`src/hdl/gnz_pkg.sv`:
```
// Package for the gradient noise block: command codes and fixed sizes.
// Used by every module in the hdl folder; depends on nothing else.
`default_nettype none
package gnz_pkg;
  localparam int TABLE_SIZE = 256;
  localparam int IDX_W = $clog2(TABLE_SIZE);
  localparam int FRAC_BITS_DEF = 16;
  localparam int COORD_W = 32;
  localparam int NOISE_W = 16;
  localparam int CORNERS = 8;

  localparam logic CMD_LOAD = 1'b0;
  localparam logic CMD_EVAL = 1'b1;
endpackage
`default_nettype wire

```
`src/hdl/gnz_perm_ram.sv`:
```
// One copy of the permutation table: one write port, one registered read port.
// Depends on gnz_pkg for the table size.
`default_nettype none
module gnz_perm_ram import gnz_pkg::*; (
  input  wire logic             clk,
  input  wire logic             en,
  input  wire logic             we,
  input  wire logic [IDX_W-1:0] waddr,
  input  wire logic [7:0]       wdata,
  input  wire logic [IDX_W-1:0] raddr,
  output logic      [7:0]       rdata
);
  logic [7:0] mem [TABLE_SIZE];

  // Write and read only while the pipeline advances.
  always_ff @(posedge clk) begin
    if (en && we) begin
      mem[waddr] <= wdata;
    end
    if (en) begin
      rdata <= mem[raddr];
    end
  end
endmodule
`default_nettype wire

```
`config.mk`:
```
export PLATFORM = sky130hd
export DESIGN_NAME = gnz_perm_ram
export DESIGN_NICKNAME = d
export VERILOG_FILES = /design/src/hdl/gnz_pkg.sv /design/src/hdl/gnz_perm_ram.sv
export SDC_FILE = /design/constraint.sdc
export NUM_CORES = 2
export LEC_CHECK = 0
export ABC_CLOCK_PERIOD_IN_PS = 2700
export BUFFER_PORTS_ARGS = -buffer_cell sky130_fd_sc_hd__buf_2
export CORE_MARGIN = 10
export CORE_UTILIZATION = 60
export DETAILED_ROUTE_END_ITERATION = 12
export GPL_TIMING_DRIVEN = 0
export PLACE_DENSITY = 0.74
export SYNTH_ARGS = -nofsm -noshare
export SYNTH_HDL_FRONTEND = slang
export SYNTH_SLANG_ARGS = --single-unit
```
`constraint.sdc`:
```
create_clock -name clk -period 2.7 [get_ports clk]
set_input_delay 0.405 -clock clk [delete_from_list [all_inputs] [get_ports clk]]
set_output_delay 0.405 -clock clk [all_outputs]
set_load 0.01 [all_outputs]
```
# ---- After elaboration in Yosys (flattened, before gate mapping)
# Memory sizes are Yosys's and may differ from the RTL's. A register that Yosys moved wholly into a read port is not among the register bits.
# Index checks and enable logic that the tools add are counted.
dict set report word_totals {
  mem_bits_rw 2048
  latchBits 0
  wordCells 4
  mem_bits_ro 0
  regBits 0
  input_bits 27
  mem_count 1
  out_inout_bits 8
}
dict set report op_classes {
  reduce_logical 1
  n_eq_ne 0
  div_mod_pow 0
  magnitude_cmp 0
  shift 0
  bitwise 0
  mul 0
  n_mux 2
  add_sub_neg 0
}
# memory words width read_ports rd_clocked_by_memory_dff wr line_no
set mem_list {}
lappend mem_list {mem 256 8 1 1 1 gnz_perm_ram.sv:13} ;# logic [7:0] mem [TABLE_SIZE];
# cell n
set ops {}
lappend ops {{$mux 1} 2}
lappend ops {{$logic_and 1x1->1} 1}

# ---- Depth between registers and ports, before layout
dict set report depth {
  ltp_word 3
  ltp_mapped 11
  mapped_depth_nobuf 6
}

# ---- Least setup slack after synthesis
# OpenSTA, ideal clock, no wires.
dict set report synth_path {
  path_type {input -> register}
  startpoint {input raddr[0]}
  endpoint {register rdata[2], read port of mem, data pin}
  setup_time_ns 0.261
  stages 8
  setup_slack_ns 0.221
  arrival_ns 2.218
  required_time_ns 2.439
  n_path_buf 4
  path_cell_list {buf_6 -> buf_8 -> buf_6 -> buf_4 -> mux4_2 -> a221oi_2 -> o32ai_1 -> o311a_1}
}
# element line_no
set synth_lines {}
lappend synth_lines {{from (decl)} gnz_perm_ram.sv:10} ;# input wire logic [IDX_W-1:0] raddr,
lappend synth_lines {{to (decl)} gnz_perm_ram.sv:11} ;# output logic [7:0] rdata

==> flow_metrics.env <==
export IMPL_status="complete, but fails checks"
export IMPL_violations="negative setup slack"
export IMPL_numCtsBuffers=194
export IMPL_dp_hpwl_um=158000
export IMPL_final_cell_area_um2=91700
export IMPL_die_h_um=385
export IMPL_netlist_area_um2=79900
export IMPL_layoutNonFillerInstCount=6037
export IMPL_start_kind="primary input"
export IMPL_grt_total_usage_pct=33.4
export IMPL_grt_pass1_wl_um=338000
export IMPL_slew_violations=0
export IMPL_ctsRootBufferMaster="clkbuf_16"
export IMPL_drc_errors=0
export IMPL_async_flop_share_pct=0
export IMPL_crit_arrival_ns=3.38
export IMPL_fin_crit_ns=2.84
export IMPL_ios=35
export IMPL_setup_ws_ns=-0.143
export IMPL_drv_cap=0
export IMPL_power_leakage_nw=28.8
export IMPL_synth_edf_count=2056
export IMPL_cts_tree="yes"
export IMPL_syn_inst=3762
export IMPL_dp_cells=5556
export IMPL_clock_sinks=2056
export IMPL_peakVddDrop_mv=0.639
export IMPL_grt_max_degree=169
export IMPL_wirelength_um=248000
export IMPL_synth_top_area_cell="edfxtp_1"
export IMPL_synth_common_cells="edfxtp_1, mux4_2, nor2_1"
export IMPL_synth_warning_count=0
export IMPL_preCtsSetupSlack_ns=-2.83
export IMPL_period_share_pct=105
export IMPL_worstMarginPinSlew_ns=1.38
export IMPL_critPathMaxFanout=10
export IMPL_vias=44015
export IMPL_avgSynthCellArea_um2=21.3
export IMPL_synth_seq_cells=2056
export IMPL_ys_seq_area_share_pct=77.2
export IMPL_clkPwrFrac_pct=40.9
export IMPL_place_congestion=0.991
export IMPL_hold_viol_final=0
export IMPL_synth_area_leaders="edfxtp_1, mux4_2, mux2i_1"
export IMPL_die_area_um2=148000
export IMPL_initial_utilization_pct=60.6
export IMPL_yosysMostFrequentCell="edfxtp_1"
export IMPL_grt_overflow=0
export IMPL_ys_types=63
export IMPL_row_count=133
export IMPL_p_seq_share_pct=52.9
export IMPL_ant_nets=0
export IMPL_drive_above_1_share_pct=29.3
export IMPL_nNetsFinal=4141
export IMPL_path_clk_slew_ns=0.06
export IMPL_setup_viol=345
export IMPL_dpl_cell_area_um2=82700
export IMPL_fillCellCount=7694
export IMPL_grt_pass1_vias=42318
export IMPL_syn_nets=3789
export IMPL_fmax_ghz=0.352
export IMPL_slew_headroom_pct=7.85
export IMPL_ctsHtreeMaxLevel=4
export IMPL_yosys_most_used_dff="edfxtp_1"
export IMPL_core_um2=132000
export IMPL_syn2layout_area_growth_pct=14.7
export IMPL_worstSetupPathType="primary input to flop"
export IMPL_die_w_um=385
export IMPL_grt_antenna_before_repair=11
export IMPL_clock_latency_ns=0.84
export IMPL_vias_per_cell=7.29
export IMPL_drt_pre_antenna_iters=8
export IMPL_endpoint_kind="flop"
export IMPL_port_buffers=27
export IMPL_synth_top_area_share_pct=77.2
export IMPL_skew_ns=0.0214
export IMPL_swShare_pct=22.0
export IMPL_drt_initial_drc_count=8387
export IMPL_power_density_nw_per_um2=725
export IMPL_p_switching_w=0.0147
export IMPL_p_comb_share_pct=6.2
export IMPL_crit_required_ns=3.24
export IMPL_power_internal_w=0.0518
export IMPL_cts_buffer_depth=3
export IMPL_hp_class="primary input to flop"
export IMPL_wl_per_cell_um=41.0
[path summary, 6_finish.rpt]
kind / start / to / slack [ns] / cells after the start
worst max-delay path: raddr[1] / rdata[3] / -0.14 / 11
worst min-delay path: wdata[2] / mem[119][2] / 0.06 / 1
worst max register to register: mem[187][6] / rdata[6] / -0.05 / 6
worst min register to register: mem[76][2] / rdata[2] / 1.09 / 4
[metal layers]
metal / track usage (%) / wire [µm] / vias up
li1: - / - / 16562
met1: 43.8 / 81800 / 22555
met2: 47.5 / 108000 / 4090
met3: 12.5 / 39100 / 797
met4: 20.6 / 18500 / 11
met5: 0.455 / 369 / -
[cell type report]
type	count	area, µm²	area share [%]
timing repair buffer	160	1430	1.56
clock inverter	118	1170	1.27
sequential	2056	61700	67.3
clock buffer	237	5080	5.54
inverter	2	7.51	0.00819
antenna	9	22.5	0.0246
tap	1755	2200	2.39
buffer	230	2070	2.26
multi-input combinational	1470	18000	19.6
[placed cells by master, fill, tap and decap left out, types with 10 or more instances in the layout]
master,count
a21oi_1,68
a21oi_2,16
a221oi_1,11
a22o_1,16
a22oi_1,130
buf_12,23
buf_16,14
buf_2,39
buf_4,147
buf_6,38
buf_8,24
bufinv_16,21
clkbuf_1,79
clkbuf_16,197
clkbuf_2,36
clkbuf_4,20
clkinv_1,38
clkinv_2,46
edfxtp_1,2056
mux2i_1,149
mux4_1,45
mux4_2,397
nand2_1,47
nand3_1,22
nand4_1,10
nor2_1,168
nor2_2,63
nor2_4,56
nor2b_1,23
nor4_4,19
o221ai_1,35
o22ai_1,39
[power by group through the flow]
| stage | combinational (W) | clock (W) | sequential, W |
|---|---|---|---|
| floorplan | 0.00169 | 0 | 0.0359 |
| global placement | 0.00351 | 0 | 0.0360 |
| detailed placement | 0.00362 | 0 | 0.0359 |
| CTS | 0.00385 | 0.0271 | 0.0352 |
| global route | 0.00411 | 0.0284 | 0.0352 |
| finish | 0.00412 | 0.0272 | 0.0352 |
[through the flow]
stage          total power (W)  setup TNS (ns)  hold slack [ns]  utilization, %
2_1_floorplan           0.0376               0            0.504               -
4_1_cts                 0.0662          -25.26          0.00308            68.9
3_3_place_gp            0.0395        -5965.38            0.822            62.3
5_1_grt                 0.0677         -0.0230           0.0543            69.5
3_5_place_dp            0.0395        -2078.10            0.820            62.6
6_report                0.0665          -20.37           0.0627            69.5
[registers in the layout, summed over array words and instances, names as in the netlist]
signal  cells
mem      2048
rdata       8
[critical path, cell delays in order]
cell and delay (ns):
buf_2 0.14, buf_6 0.24, buf_6 0.22, buf_6 0.30
buf_4 0.29, buf_8 0.20, mux4_2 0.33, a22oi_2 0.27
a21oi_1 0.17, nor4_4 0.65, nor4_2 0.14
[what timing repair did]
action,in CTS,in global routing
setup endpoints to repair,1281,1572
hold endpoints to repair,1,0
pin swaps,80,13
hold buffers,1,0
buffers inserted,101,19
gates resized for setup,376,171
[kinds of logic after synthesis]
group / after synthesis / share of synthesized area [%]
buf+inv: 236 / 1.98
flops: 2056 / 77.2
mux: 595 / 14.6
compound gates: 397 / 3.55
simple gates: 478 / 2.66
Note: power is estimated with default switching activity, not from simulation.
