[src/hdl/gnz_pkg.sv]
// Package for the gradient noise block: command codes and fixed sizes.
// Used by every module in the hdl folder; depends on nothing else.
`default_nettype none
package gnz_pkg;
  localparam int TABLE_SIZE = 256;
  localparam int IDX_W = $clog2(TABLE_SIZE);
  localparam int FRAC_BITS_DEF = 16;
  localparam int COORD_W = 32;
  localparam int NOISE_W = 16;
  localparam int CORNERS = 8;

  localparam logic CMD_LOAD = 1'b0;
  localparam logic CMD_EVAL = 1'b1;
endpackage
`default_nettype wire

[src/hdl/gnz_fade.sv]
// Three-stage quintic fade 6t^5 - 15t^4 + 10t^3 on one fraction.
// Depends on gnz_pkg.
`default_nettype none
module gnz_fade import gnz_pkg::*; #(
  parameter int FRAC_BITS = FRAC_BITS_DEF
) (
  input  wire logic                 clk,
  input  wire logic                 en,
  input  wire logic [FRAC_BITS-1:0] frac,
  output logic      [FRAC_BITS:0]   fade
);
  localparam int F = FRAC_BITS;
  localparam logic [F+5:0] TEN_ONE = (F+6)'(10) << F;
  localparam logic [F:0] ONE = (F+1)'(1) << F;

  logic [F-1:0]   t2;
  logic [F-1:0]   f1;
  logic [F-1:0]   t3;
  logic [F+3:0]   q;
  logic [2*F-1:0] sq;
  logic [2*F-1:0] cube;
  logic [F+5:0]   q_s;
  logic [2*F+3:0] prod;

  always_comb begin
    sq = frac * frac;
    cube = t2 * f1;
    q_s = (F+6)'(6) * {6'b0, t2} - (F+6)'(15) * {6'b0, f1} + TEN_ONE;
    prod = {4'b0, t3} * {F'(0), q};
  end

  // Stage one: square; stage two: cube and polynomial; stage three: product.
  always_ff @(posedge clk) begin
    if (en) begin
      t2 <= sq[2*F-1:F];
      f1 <= frac;
      t3 <= cube[2*F-1:F];
      q <= q_s[F+5] ? '0 : q_s[F+3:0];
      if (prod[2*F+3:F] > {3'b0, ONE}) begin
        fade <= ONE;
      end else begin
        fade <= prod[2*F:F];
      end
    end
  end
endmodule
`default_nettype wire

[config.mk]
export PLATFORM = sky130hd
export DESIGN_NAME = gnz_fade
export DESIGN_NICKNAME = d
export VERILOG_FILES = /design/src/hdl/gnz_pkg.sv /design/src/hdl/gnz_fade.sv
export SDC_FILE = /design/constraint.sdc
export NUM_CORES = 2
export LEC_CHECK = 0
export ABC_AREA = 1
export ABC_CLOCK_PERIOD_IN_PS = 5950
export BUFFER_PORTS_ARGS = -buffer_cell sky130_fd_sc_hd__buf_2
export CAP_MARGIN = 20
export CORE_ASPECT_RATIO = 0.6
export CORE_MARGIN = 3
export CORE_UTILIZATION = 40
export DETAILED_ROUTE_END_ITERATION = 16
export MAX_ROUTING_LAYER = met4
export PLACE_DENSITY_LB_ADDON = 0.3
export RECOVER_POWER = 50
export SYNTH_ARGS = -nofsm -noshare
export SYNTH_HDL_FRONTEND = slang
export SYNTH_SLANG_ARGS = --single-unit
[constraint.sdc]
create_clock -name clk -period 5.95 [get_ports clk]
set_clock_uncertainty 0.05 [all_clocks]
set_input_delay 0.595 -clock clk [delete_from_list [all_inputs] [get_ports clk]]
set_output_delay 0.595 -clock clk [all_outputs]
set_load 0.02 [all_outputs]
* After elaboration in Yosys (flattened, before gate mapping) *
Cells that the tools add are included.

operators by class
  add/subtract/negate cells = 2
  multiply operators = 5
  magnitude comparators = 1

operators with widths
  cell                    count
  $mul 16x16->32          2
  $mul 16x20->36          1
  $add 21x21->22 const B  1
  $sub 19x20->21          1
  $gt 20x17->1 const B    1
  $mul 4x16->20 const A   1
  $mul 2x16->18 const A   1

word-level totals
  register bits after elaboration = 85
  bits of input ports = 18
  logic and storage cells = 13

* Longest topological paths before layout *
  depth in word-level cells = 3
  mapped depth = 34
  mapped depth without buffers = 31

* Worst setup path before layout *
No wires, ideal clock.

  path type = input to register
  start = in frac[13]
  end = reg t2[13] (data pin)
  library setup time = 0.260 ns
  arrival time = 5.742 ns
  slack = -0.102 ns
  cell stages on the path = 22
  path buffers = 2
  cell sequence = clkbuf_1 -> clkbuf_1 -> nand2_1 -> fa_1 -> inv_1 -> fa_1 -> inv_1 -> fa_1 -> fa_1 -> fa_1 -> fa_1 -> inv_1 -> ha_1 -> nand2_1 -> nand2_1 -> a31oi_1 -> o21ai_0 -> a221oi_1 -> nand2_1 -> nand2_1 -> nand2_1 -> xor2_1

between the ends
  word-level cells in the longest chain between the ends = 1

ends and longest elaborated chain
  item                  RTL line        text
  start, declared       gnz_fade.sv:9   input wire logic [FRAC_BITS-1:0] frac,
  $mul 16x16->32        gnz_fade.sv:26  sq = frac * frac;
  via sq[29]            gnz_fade.sv:20  logic [2*F-1:0] sq;
  end signal, assigned  gnz_fade.sv:35  t2 <= sq[2*F-1:F];
  end, declared         gnz_fade.sv:16  logic [F-1:0] t2;

The timed path passes the listed nets, and every way through them passes these cells.
A chain may end at the register's enable or synchronous reset.

* Final worst setup path *
  start = reg q[8]
  end = reg fade[9] (data pin)

between the ends
  word-level cells in the longest chain between the ends = 2

ends and longest elaborated chain
  item                    RTL line        text
  start, declared         gnz_fade.sv:19  logic [F+3:0] q;
  start signal, assigned  gnz_fade.sv:38  q <= q_s[F+5] ? '0 : q_s[F+3:0];
  $mul 16x20->36 (*)      gnz_fade.sv:29  prod = {4'b0, t3} * {F'(0), q};
  $gt 20x17->1            gnz_fade.sv:39  if (prod[2*F+3:F] > {3'b0, ONE}) begin
  end signal, assigned    gnz_fade.sv:42  fade <= prod[2*F:F];
  end, declared           gnz_fade.sv:10  output logic [FRAC_BITS:0] fade

Mark *: on every way between the ends. The rest lies on a longest branch, timed or not.

==> results.yml <==
layout:
  antennaDiodeCount: 0
  ff_latch_area_sq_um: 2550
  final_cells: 5589
  nets: 5540
  fillCellCount: 7660
  drive_gt1_share_pct: 18.9
  multiInputGateArea_sq_um: 26200
  area_growth_pct: 21.6
global_routing:
  grt_max_degree: 59
  antenna_found_initial: 0
  track_usage_pct: 22.2
  first_global_vias: 26100
  grt_first_pass_wirelength_mm: 144
  overflow: 0
worst_hold_path:
  min_path_type: "in -> reg"
synth:
  synth_top_area_cell: "fa_1"
  synth_cells: 4142
  netlist_area_sq_um: 32600
  synth_top_family_by_area: "adder cells"
  synth_edf_count: 85
  synthTopCellsByArea: "fa_1 40%, inv_1 14%, ha_1 14%, nand2_1 12%, edfxtp_1 7.8%"
  synth-compound-area-share_pct: 4.34
  synth_mux_area_share_pct: 0
  synth_simple_gate_area_share_pct: 15.7
  synthAdderAreaFrac_pct: 53.5
  synth_ff_type: "edfxtp_1"
  ys_warn_count: 0
  synth_top_area_share_pct: 40.0
  yosysSeqAreaShare_pct: 7.83
  synth_xor_area_share_pct: 2.15
  synthArstFlopShare_pct: 0
  syn_avg_cell_area_sq_um: 7.87
  synth.net_count: 5164
  ys_types: 40
  ys_ff_latch: 85
sta:
  hold_viol_final: 0
  setup_ws_ns: -0.271
  grt_setup_unrepaired: "yes"
  timing.slew.headroom_pct: -129
  period_share_pct: 105
  post-route-min-period_ns: 6.22
  max_freq_ghz: 0.161
  maxSlewViolCount: 88
  setup_viol: 25
  worstMarginPinSlew_ns: 3.44
worst_setup_path:
  cp_slowest_cell: "fa_1"
  cp-start-kind: "register"
  critPathArrivalTime_ns: 6.42
  timing.critical_path.buf_inv: 9
  cpPeakStageDelay_ns: 0.51
  cp.required_ns: 6.15
  crit_type: "reg -> reg"
  end_kind: "register"
  crit_top_cell: "fa_1"
  path_max_fanout: 8
  path_delay_family: "adder cells"
placed_design:
  placed_cells: 5487
  place_congestion: 0.969
  io_buffers: 34
  dp_hpwl_mm: 76.2
floorplan:
  floorplan.initialDensity_pct: 40.7
  ios: 35
  die_w_um: 375
  coreArea_sq_um: 80100
  fp.dieArea_sq_um: 85100
  rows: 80
  fp.dieH_um: 227
cts:
  ctsHtreeMaxLevel: 3
  root_buffer: "clkbuf_16"
  numCtsBuffers: 9
  cts_hold_repair.buffers: 0
  clock-sinks: 85
  clk_pin_slew_ns: 0.07
  clk_latency_ns: 0.40
  clock_path_buffers: 2
  cts_tree: "done"
routing:
  vias: 26400
  routedWlPerCell_um: 16.0
  drt_iter0_markers: 2156
  via_per_inst: 4.72
  drc_errors: 0
  dr.pass1.iters: 5
  drt.antenna.violating_nets: 0
  drt-total-wl_mm: 89.3
run:
  maxCapViolations: 2
run_status:
  violations: "capacitance limit, slew limit, setup timing"
  status: "finished with violations"
-- what timing repair did --
action	CTS	global route
pin swaps	49	171
buffers inserted	24	59
cloned	3	2
hold endpoints to repair	0	0
gates resized for setup	175	296
endpoints found under the setup margin	23	57
-- state kept, by name, summed over array words and instances (netlist names) --
name  cells
t2       16
f1       16
fade     17
t3       16
q        20
-- path summary, 6_finish.rpt --
| check | start | end | slack, ns | cells after the start |
|---|---|---|---|---|
| worst max-delay path | q[8] | fade[9] | -0.27 | 31 |
| worst min register to register | f1[0] | q[0] | 1.11 | 4 |
| worst max register to register | q[8] | fade[9] | -0.27 | 31 |
| worst min-delay path | frac[10] | f1[10] | 0.68 | 2 |
-- kinds of logic after synthesis --
logic type | after synthesis
buffers and inverters | 1420
adders and majority gates | 1004
AOI/OAI and AO/OA | 251
DFF | 85
and+or+nand+nor | 1302
xor gates and xnor gates | 80
-- metrics by stage --
stage	TNS (ns)	hold WS [ns]	setup WS [ns]	cell area (sq um)	util, %
2_1_floorplan	0	0.644	0.000690	32600	-
5_1_grt	-13.82	0.673	-0.493	39700	49.5
3_5_place_dp	-8.62	0.951	-0.413	36900	46.1
3_3_place_gp	-7.79	0.955	-0.377	36900	46.1
6_report	-4.62	0.675	-0.271	39700	49.5
4_1_cts	-1.93	0.535	-0.132	38200	47.7
-- per-layer routing --
metal / global-route usage (%) / part of all wire (%) / wire, um
met5: - / 0 / 0
met3: 5.39 / 11 / 9880
met2: 26.6 / 35 / 31600
met1: 37.2 / 53 / 47400
met4: 1.89 / 0.45 / 399
-- layout make-up --
type                            instances  area share [%]
Clock buffer                           10           0.577
Clock inverter                          6           0.117
Inverter                             1258            11.9
Multi-Input combinational cell       2637            66.1
Sequential cell                        85            6.43
Tap cell                             1066            3.36
Timing Repair Buffer                  527            11.5
-- cells in the final DEF, fill, tap and decap left out, types with 9 or more instances in the layout --
| cell type | netlist | layout |
|---|---|---|
| inv_2 | 1 | 52 |
| o211ai_1 | 10 | 10 |
| clkbuf_16 | 0 | 11 |
| buf_6 | 3 | 41 |
| nor3_1 | 21 | 14 |
| xor2_1 | 46 | 44 |
| o21bai_1 | 13 | 12 |
| fa_1 | 651 | 638 |
| inv_1 | 1257 | 1206 |
| nor2_2 | 1 | 18 |
| nor2_4 | 1 | 23 |
| a21oi_4 | 0 | 10 |
| a31oi_1 | 11 | 9 |
| fa_2 | 0 | 13 |
| nand2_2 | 9 | 84 |
| o21ai_0 | 52 | 38 |
| buf_2 | 0 | 11 |
| nand3_1 | 71 | 55 |
| nand4_1 | 14 | 14 |
| ha_4 | 0 | 31 |
| a21oi_1 | 134 | 97 |
| nor2_1 | 136 | 97 |
| ha_1 | 353 | 318 |
| clkbuf_1 | 156 | 34 |
| xnor2_1 | 34 | 32 |
| buf_4 | 3 | 391 |
| nand3_2 | 1 | 15 |
| nand2_1 | 1027 | 923 |
| edfxtp_1 | 85 | 85 |
| nand2_4 | 0 | 28 |
| o21ai_1 | 2 | 10 |
| a21oi_2 | 9 | 36 |
| buf_12 | 0 | 39 |
-- cells in the mapped netlist, types with 2 or more instances --
| cell | number |
|---|---|
| o21ai_0 | 52 |
| buf_4 | 3 |
| xor2_1 | 46 |
| and2_1 | 4 |
| fa_1 | 651 |
| nand2_1 | 1027 |
| o21bai_1 | 13 |
| a21o_1 | 7 |
| edfxtp_1 | 85 |
| ha_1 | 353 |
| a221oi_1 | 2 |
| a21boi_0 | 3 |
| nand3_1 | 71 |
| a31oi_1 | 11 |
| inv_1 | 1257 |
| a21oi_1 | 134 |
| o21ai_1 | 2 |
| xnor2_1 | 34 |
| nand4_1 | 14 |
| nand3b_1 | 5 |
| nand2_2 | 9 |
| or2_2 | 7 |
| nor3_1 | 21 |
| clkbuf_1 | 156 |
| buf_6 | 3 |
| nor2_1 | 136 |
| a21oi_2 | 9 |
| o211ai_1 | 10 |
| o21a_1 | 6 |
Power is not shown: default switching activity piles up to over one toggle a cycle in this logic, so the estimate is an artifact.
