<file path="src/hdl/gnz_pkg.sv">
// Package for the gradient noise block: command codes and fixed sizes.
// Used by every module in the hdl folder; depends on nothing else.
`default_nettype none
package gnz_pkg;
  localparam int TABLE_SIZE = 256;
  localparam int IDX_W = $clog2(TABLE_SIZE);
  localparam int FRAC_BITS_DEF = 16;
  localparam int COORD_W = 32;
  localparam int NOISE_W = 16;
  localparam int CORNERS = 8;

  localparam logic CMD_LOAD = 1'b0;
  localparam logic CMD_EVAL = 1'b1;
endpackage
`default_nettype wire

</file>
<file path="src/hdl/gnz_lerp.sv">
// Linear blend a + floor(t * (b - a) / 2^F) on signed fixed-point values.
// Depends on gnz_pkg.
`default_nettype none
module gnz_lerp import gnz_pkg::*; #(
  parameter int FRAC_BITS = FRAC_BITS_DEF
) (
  input  wire logic        [FRAC_BITS:0]   t,
  input  wire logic signed [FRAC_BITS+2:0] a,
  input  wire logic signed [FRAC_BITS+2:0] b,
  output logic signed      [FRAC_BITS+2:0] y
);
  localparam int VW = FRAC_BITS + 3;

  logic signed [VW:0]             diff;
  logic signed [VW+FRAC_BITS+2:0] prod;
  logic signed [VW+FRAC_BITS+2:0] sh;

  // Arithmetic shift gives the floor toward minus infinity.
  always_comb begin
    diff = {b[VW-1], b} - {a[VW-1], a};
    prod = $signed({1'b0, t}) * diff;
    sh = prod >>> FRAC_BITS;
    y = a + sh[VW-1:0];
  end
endmodule
`default_nettype wire

</file>
<file path="config.mk">
export PLATFORM = sky130hd
export DESIGN_NAME = gnz_lerp
export DESIGN_NICKNAME = d
export VERILOG_FILES = /design/src/hdl/gnz_pkg.sv /design/src/hdl/gnz_lerp.sv
export SDC_FILE = /design/constraint.sdc
export NUM_CORES = 1
export LEC_CHECK = 0
export CAP_MARGIN = 10
export CORE_MARGIN = 3
export CORE_UTILIZATION = 45
export DETAILED_ROUTE_END_ITERATION = 16
export DONT_BUFFER_PORTS = 1
export GPL_ROUTABILITY_DRIVEN = 1
export GPL_TIMING_DRIVEN = 1
export PLACE_DENSITY = 0.65
export SYNTH_ARGS = -nofsm -noshare
export SYNTH_HDL_FRONTEND = slang
export SYNTH_SLANG_ARGS = --single-unit
</file>
<file path="constraint.sdc">
create_clock -name vclk -period 28.7
set_input_delay 1.435 -clock vclk [all_inputs]
set_output_delay 1.435 -clock vclk [all_outputs]
set_load 0.02 [all_outputs]
</file>
# --- Word-level counts from Yosys, hierarchy flattened ---
# Cells that the tools add are included.
op_classes:
  add_sub_neg: 2
  multipliers: 1
ops:
  columns: ["op", "count"]
  rows:
  - ["$mul A18 B20 Y35", 1]
  - ["$sub A19 B19 Y20", 1]
  - ["$add A19 B19 Y19", 1]
totals:
  regBits: 0

# --- Longest topological paths before layout ---
# Gate-level depths: netlist of the first run.
depth:
  word_depth: 3
  mapped_depth: 43
  mapped_depth_nobuf: 43

# --- Worst setup path before layout of the first run ---
# No wires, ideal clock.
synth_timing:
  path_type: "input to output"
  startpoint: "input b[0]"
  endpoint: "output y[18]"
  arrival_time_ps: 10425
  t_required_ps: 27265
  slack_ps: 16840
  cell_stages: 40
  path_buffers: 1
  path_cell_list: "inv_1 ha_1 inv_1 fa_1 a211oi_1 o21a_1 nor4_1 a211o_1 o21a_1 nor2_1 xnor2_1 clkbuf_1 and2_1 fa_1 inv_1 fa_1 fa_1 inv_1 [4 not listed] inv_1 ha_1 o21a_1 o21ai_0 o31ai_1 a211oi_2 o21bai_1 a21o_1 xor2_1 ha_1 and2_1 o21ai_0 o31ai_1 o41ai_1 o21ai_1 o41ai_2 xnor2_1 xnor3_1"
synth_via:
  elab_chain_len: 3
synth_lines:
  columns: ["element", "line_no", "text"]
  rows:
  - ["start: declaration", "gnz_lerp.sv:9", "input wire logic signed [FRAC_BITS+2:0] b,"]
  - ["$sub A19 B19 Y20", "gnz_lerp.sv:20", "diff = {b[VW-1], b} - {a[VW-1], a};"]
  - ["$mul A18 B20 Y35", "gnz_lerp.sv:21", "prod = $signed({1'b0, t}) * diff;"]
  - ["$add A19 B19 Y19", "gnz_lerp.sv:23", "y = a + sh[VW-1:0];"]
  - ["end: declaration", "gnz_lerp.sv:10", "output logic signed [FRAC_BITS+2:0] y"]
# No other way between the ends.

# --- Final worst setup path of the first run ---
# Ends and elaborated chain as after synthesis.

==> parameters.txt, run 1 <==
Parameter                              Value

Run status
  Outcome ... complete, no violations

Floorplanning
  Horizontal extent of the die ... between 150 and 200 µm
  Area enclosed by the die boundary ... 31800 µm²
  Initial core utilization ... 46.1%
  Row count ... 62
  Placeable core region ... 28900 µm²
  I/O Pins ... between 70 and 80
  Die Ht ... 178 µm

Worst setup path
  Largest fanout of any net on the critical path ... 16
  Critical Path Sink Type ... output port
  CP dominant cell by count ... sky130_fd_sc_hd__fa_1
  Worst Path Class, Setup ... in -> out
  Max stage delay cell, worst path ... sky130_fd_sc_hd__o41ai_1
  Crit path largest cell delay ... 0.55 ns
  CP top delay family ... adder cells
  CP Buf/Inv Count ... 7
  Required arrival time at the worst endpoint ... 27.26 ns
  Startpoint Class ... input port
  CP arrival ... 11.93 ns

Route
  Routed vias/inst ... 5.11
  DR pass1 iterations ... 5
  DRT antenna net count ... 0
  Iteration-0 DRC Markers ... 400
  Post-route DRC ... 0
  Post-detailed-routing wire length ... 32.2 mm
  Total via count after detailed routing ... between 9k and 10k
  Routed wirelength normalized by instance count ... 17.1 µm

Clock tree
  Number of gates resized after CTS ... 0
  Buffers inserted by post-CTS timing repair ... 0
  Number of buffers inserted by hold repair at cts ... 0

Layout
  Clock buffer count ... 0
  Final #Nets ... approximately 2.0k
  Area Growth Syn to Fin ... 3.27%
  Number of flip-flops and latches ... 0
  Fraction of final layout cells with drive strength greater than 1 ... 2.33%
  Fill cell count ... 2778
  Register area ... 0 µm²

Job
  Number of violations of the max-capacitance limit ... 0

Global route
  Antenna violations before repair ... 1
  Gr ovfl total ... 0
  Global Route Usage Sum ... a little over a fifth
  Wire length of the first global-routing pass ... 54.2 mm
  Largest net degree at the start of global routing ... 21
  Via count of the first global-routing pass ... about 11k

Timing
  Final critical delay including setup and external delays ... between 10 and 15 ns
  Unrepaired setup endpoints after global routing ... false
  Timing-limited maximum frequency ... around 75 MHz
  Setup violation total in the final timing report ... 0
  Relative slew slack ... 29.7%
  Ratio of final minimum period to clock period ... a little under half
  Count of final hold-check violations ... 0
  Setup_tns ... 0 ns
  Worst Max-Slew Pin Slew ... roughly 1.1 ns
  Final max-slew violation count ... 0

Synth
  Most frequent cell after synthesis ... sky130_fd_sc_hd__inv_1
  Largest area contributor in the synthesized netlist ... sky130_fd_sc_hd__fa_1
  Ys Warns ... 0
  Portion of the post-synthesis area used by sequential elements ... 0%
  Number of nets produced by synthesis ... 2038
  Syn Std Cell Area ... ~13000 µm²
  Leading post-synthesis cells by cell area ... sky130_fd_sc_hd__fa_1 48%, sky130_fd_sc_hd__inv_1 12%, sky130_fd_sc_hd__ha_1 12%
  Number of distinct standard cells referenced by the synthesized netlist ... 54
  Synth top cells by count ... 425 x sky130_fd_sc_hd__inv_1, 321 x sky130_fd_sc_hd__fa_1, 169 x sky130_fd_sc_hd__nand2_1, 165 x sky130_fd_sc_hd__and2_1, 123 x sky130_fd_sc_hd__ha_1
  Synthesized area per cell ... 8.67 µm²
  Gate count of the mapped netlist ... 1539
  Share of the synthesized area in the top cell type ... 48.1%

Placed design
  Detailed placer's ending HPWL ... about 26 mm
  Routability-driven placement congestion ratio ... between 0.8 and 0.9
  Count of input and output buffers ... 0

Hold path
  Path class of the lowest-slack min-delay path ... in -> out
  WHS Endpoint ... y[0]
  Hold path depth ... 1
  Hold path start ... a[0]
[per-layer routing]
metal | track usage [%] | wire (µm) | vias to the layer above
met1 | 27.9 | 13400 | 4970
met3 | 1.38 | 1160 | 51
li1 | - | - | 4419
met5 | 0 | 0 | -
met4 | 3.73 | 704 | 0
met2 | 39.7 | 17000 | 209
[worst max-delay path by stage]
stage / startpoint / end / slack, ns / cells past startpoint
global route: b[0] / y[18] / 14.68 / 43
floorplan: b[0] / y[18] / 16.84 / 40
CTS: b[0] / y[18] / 15.37 / 43
global placement: b[0] / y[18] / 15.65 / 43
detailed placement: b[0] / y[18] / 15.40 / 43
finish: b[0] / y[18] / 15.34 / 38
[kinds of logic (layout without fill, tap and decap cells)]
| group | after synthesis | count (layout) | synth area share, % |
|---|---|---|---|
| simple gates | 442 | 442 | 16.7 |
| other cells | 0 | 1 | 0 |
| buf+inv | 477 | 441 | 13.4 |
| fa+ha+maj | 444 | 444 | 59.7 |
| xor+xnor | 62 | 62 | 4.17 |
| compound gates | 114 | 114 | 6.01 |
[cell usage in the layout (no fill, tap or decap), drive strengths merged, types with 7 or more instances in the layout]
master / n
nor3: 12
nand2: 169
and2: 166
buf: 15
xor2: 20
nand3: 12
nor2: 38
o21a: 11
fa: 321
nor2b: 16
a211oi: 7
xnor2: 41
ha: 123
a21oi: 28
inv: 426
o21ai: 21
a21o: 13
nand2b: 7
[layout make-up]
cell class / count / area (µm²) / share of cell area (%)
timing repair buffer: 15 / 113 / 0.817
tap: 384 / 480 / 3.49
antenna: 1 / 2.50 / 0.0182
inverter: 426 / 1600 / 11.6
multi-input combinational: 1062 / 11600 / 84.1
[stage by stage]
step | util [%] | hold WS, ns | instances | cell area, µm² | setup WS, ns
2_1_floorplan | - | 3.08 | 1539 | 13300 | 16.84
3_3_place_gp | 47.6 | 3.11 | 1887 | 13800 | 15.65
3_5_place_dp | 47.6 | 3.11 | 1887 | 13800 | 15.40
4_1_cts | 47.6 | 3.11 | 1887 | 13800 | 15.37
5_1_grt | 47.6 | 3.12 | 1887 | 13800 | 14.68
6_report | 47.6 | 3.10 | 1888 | 13800 | 15.34
Power of run 1 is not shown: default switching activity piles up to over one toggle a cycle in this logic, so the estimate is an artifact.
==> run 2: changes to the inputs <==
--- a/config.mk
+++ b/config.mk
@@ -12,7 +12,7 @@
 export DONT_BUFFER_PORTS = 1
 export GPL_ROUTABILITY_DRIVEN = 1
 export GPL_TIMING_DRIVEN = 1
-export PLACE_DENSITY = 0.65
+export PLACE_DENSITY = 0.67
 export SYNTH_ARGS = -nofsm -noshare
 export SYNTH_HDL_FRONTEND = slang
 export SYNTH_SLANG_ARGS = --single-unit
==> constraint.sdc (replaced) <==
create_clock -name vclk -period 12
set_input_delay 0.6 -clock vclk [all_inputs]
set_output_delay 0.6 -clock vclk [all_outputs]
set_load 0.02 [all_outputs]
==> run 2 against run 1 <==
Effect of this change: non-clock buffer count up 1; utilization up 0.061 points; via count up 0.55%; critical endpoint unchanged; largest cell class unchanged; setup slack worse by 15 ns; design area up 0.13%; count of clock-buffer cells in the layout unchanged; sequential cell count unchanged; routed wire length down 0.47%; final cell count unchanged; global-route usage down 0.65 points; sequential share of layout area unchanged; critical path type unchanged; first-iteration DRC count up 14%.
==> parameters.txt, run 2 (synthesis results as in run 1) <==
Parameter                              Value

Layout
  Clock buffer count ... 0 (unchanged)
  Fraction of final layout cells with drive strength greater than 1 ... 2.39% (+0.065 points)
  Final #Nets ... 2005 (+0.050%)
  Antenna cell count ... 0 (-1)
  Area Growth Syn to Fin ... 3.40%
  Number of flip-flops and latches ... 0 (unchanged)
  Multi-input logic area ... 11600 µm² (+0.11%)
  Commonest non-fill, non-tap cell in the layout ... sky130_fd_sc_hd__inv_1
  Fill cell count ... 2781 (+0.11%)
  Register area ... 0 µm² (unchanged)
  Commonest non-fill, non-tap cells in the layout ... 425 x sky130_fd_sc_hd__inv_1, 321 x sky130_fd_sc_hd__fa_1, 169 x sky130_fd_sc_hd__nand2_1

Floorplanning
  Placeable core region ... 28900 µm² (unchanged)
  Row count ... 62 (unchanged)
  Die Ht ... 178 µm (unchanged)
  Horizontal extent of the die ... 178 µm (unchanged)
  I/O Pins ... 74 (unchanged)
  Initial core utilization ... 46.1% (unchanged)
  Area enclosed by the die boundary ... 31800 µm² (unchanged)

Timing
  Setup_tns ... 0 ns (unchanged)
  Relative slew slack ... 33.2% (+3.5 points)
  Worst Max-Slew Pin Slew ... 1.00 ns (-0.0540 ns)
  Final critical delay including setup and external delays ... 11.20 ns
  Setup violation total in the final timing report ... 0 (unchanged)
  Hold Slack ... 1.44 ns (-1.66 ns)
  Count of final hold-check violations ... 0 (unchanged)
  Unrepaired setup endpoints after global routing ... false
  Timing-limited maximum frequency ... 89.3 MHz
  Ratio of final minimum period to clock period ... about 93%
  Final max-slew violation count ... 0 (unchanged)

Hold path
  WHS Endpoint ... y[0]
  Path class of the lowest-slack min-delay path ... in -> out
  Hold path depth ... 1 (unchanged)
  Hold path start ... a[0]

Route
  Post-route DRC ... 0 (unchanged)
  Routed vias/inst ... 5.14 (+0.55%)
  DRT antenna net count ... 0 (unchanged)
  Routed wirelength normalized by instance count ... 17.0 µm (-0.47%)
  Iteration-0 DRC Markers ... 455 (+14%)
  DR pass1 iterations ... 5 (unchanged)
  Post-detailed-routing wire length ... 32.1 mm (-0.47%)
  Total via count after detailed routing ... 9702 (+0.55%)

Worst setup path
  Critical Path Sink Type ... output port
  CP arrival ... 10.60 ns (-1.33 ns)
  CP dominant cell by count ... sky130_fd_sc_hd__fa_1
  Required arrival time at the worst endpoint ... 11.40 ns (-15.86 ns)
  Max stage delay cell, worst path ... sky130_fd_sc_hd__fa_1
  Largest fanout of any net on the critical path ... 16 (unchanged)
  Crit path largest cell delay ... 0.55 ns (about the same)
  Startpoint Class ... input port
  Worst Path Class, Setup ... in -> out

Placed design
  Count of input and output buffers ... 0 (unchanged)
  Detailed placer's ending HPWL ... 26.2 mm (+0.77%)
  Routability-driven placement congestion ratio ... 0.889 (+9.2%)

Global route
  Wire length of the first global-routing pass ... 52.3 mm (-3.5%)
  Met2 Use GR ... 40.4% (+0.76 points)
  Met3 GRT Util ... 1.70% (+0.32 points)
  Gr ovfl total ... 0 (unchanged)
  Most congested layer reported by global routing ... met2
  Largest net degree at the start of global routing ... 21 (unchanged)
  Antenna violations before repair ... 1 (unchanged)
  Global Route Usage Sum ... 20.8% (-0.65 points)
  Met1 Resource Use GR ... 24.7% (-3.2 points)
  Via count of the first global-routing pass ... 10.6k (-0.056%)

Job
  Number of violations of the max-capacitance limit ... 0 (unchanged)

Run status
  Outcome ... complete, no violations
==> run 2: changes by cell type in the layout (fill, tap and decap cells not counted) <==
cell and change:
sky130_fd_sc_hd__a21oi_1 +2, sky130_fd_sc_hd__xnor2_1 -2, sky130_fd_sc_hd__o41ai_2 +1, sky130_fd_sc_hd__a21oi_2 -2, sky130_fd_sc_hd__xnor2_2 +2, sky130_fd_sc_hd__buf_4 +1
sky130_fd_sc_hd__diode_2 -1, sky130_fd_sc_hd__nor2_2 -1, sky130_fd_sc_hd__o41ai_1 -1, sky130_fd_sc_hd__nor2_1 +1
==> run 2: worst max path at each step <==
stage	startpoint	to	cells after the start
floorplan	b[0]	y[18]	40
global placement	a[8]	y[18]	37
detailed placement	a[8]	y[18]	36
CTS	a[8]	y[18]	36
global route	b[0]	y[18]	38
finish	b[0]	y[18]	38
==> run 2: repair_timing <==
action,CTS,global route
hold buffers,0,0
setup buffers,0,0
resized for setup,0,3
endpoints found under the setup margin,0,1
==> run 2: layout make-up <==
cell class | instances | share of cell area [%]
Multi-Input combinational cell | 1062 | 84.1
Inverter | 426 | 11.6
Tap cell | 384 | 3.48
Timing Repair Buffer | 16 | 0.870
==> run 2: worst max-delay path: cells and delay by family <==
kind / cells / cell delay (ns)
compound gates: 11 / 3.00
xor+xnor: 3 / 0.83
fa+ha+maj: 10 / 4.23
buf+inv: 7 / 0.54
simple gates: 7 / 1.38
==> run 2: per-layer routing <==
layer | wire length, µm | up-vias
met5 | 0 | -
met4 | 735 | 0
met3 | 1590 | 48
met2 | 17400 | 245
met1 | 12400 | 4986
li1 | - | 4423
==> run 2: through the flow <==
step	setup WS [ns]	utilization [%]	cells	cell area, µm²
after floorplan	1.81	-	1539	13300
after global placement	0.804	47.6	1888	13800
after detailed placement	0.645	47.6	1888	13800
after CTS	0.601	47.6	1888	13800
after global routing	0.136	47.7	1888	13800
final	0.805	47.7	1888	13800
Power of run 2 is left out for the same reason.
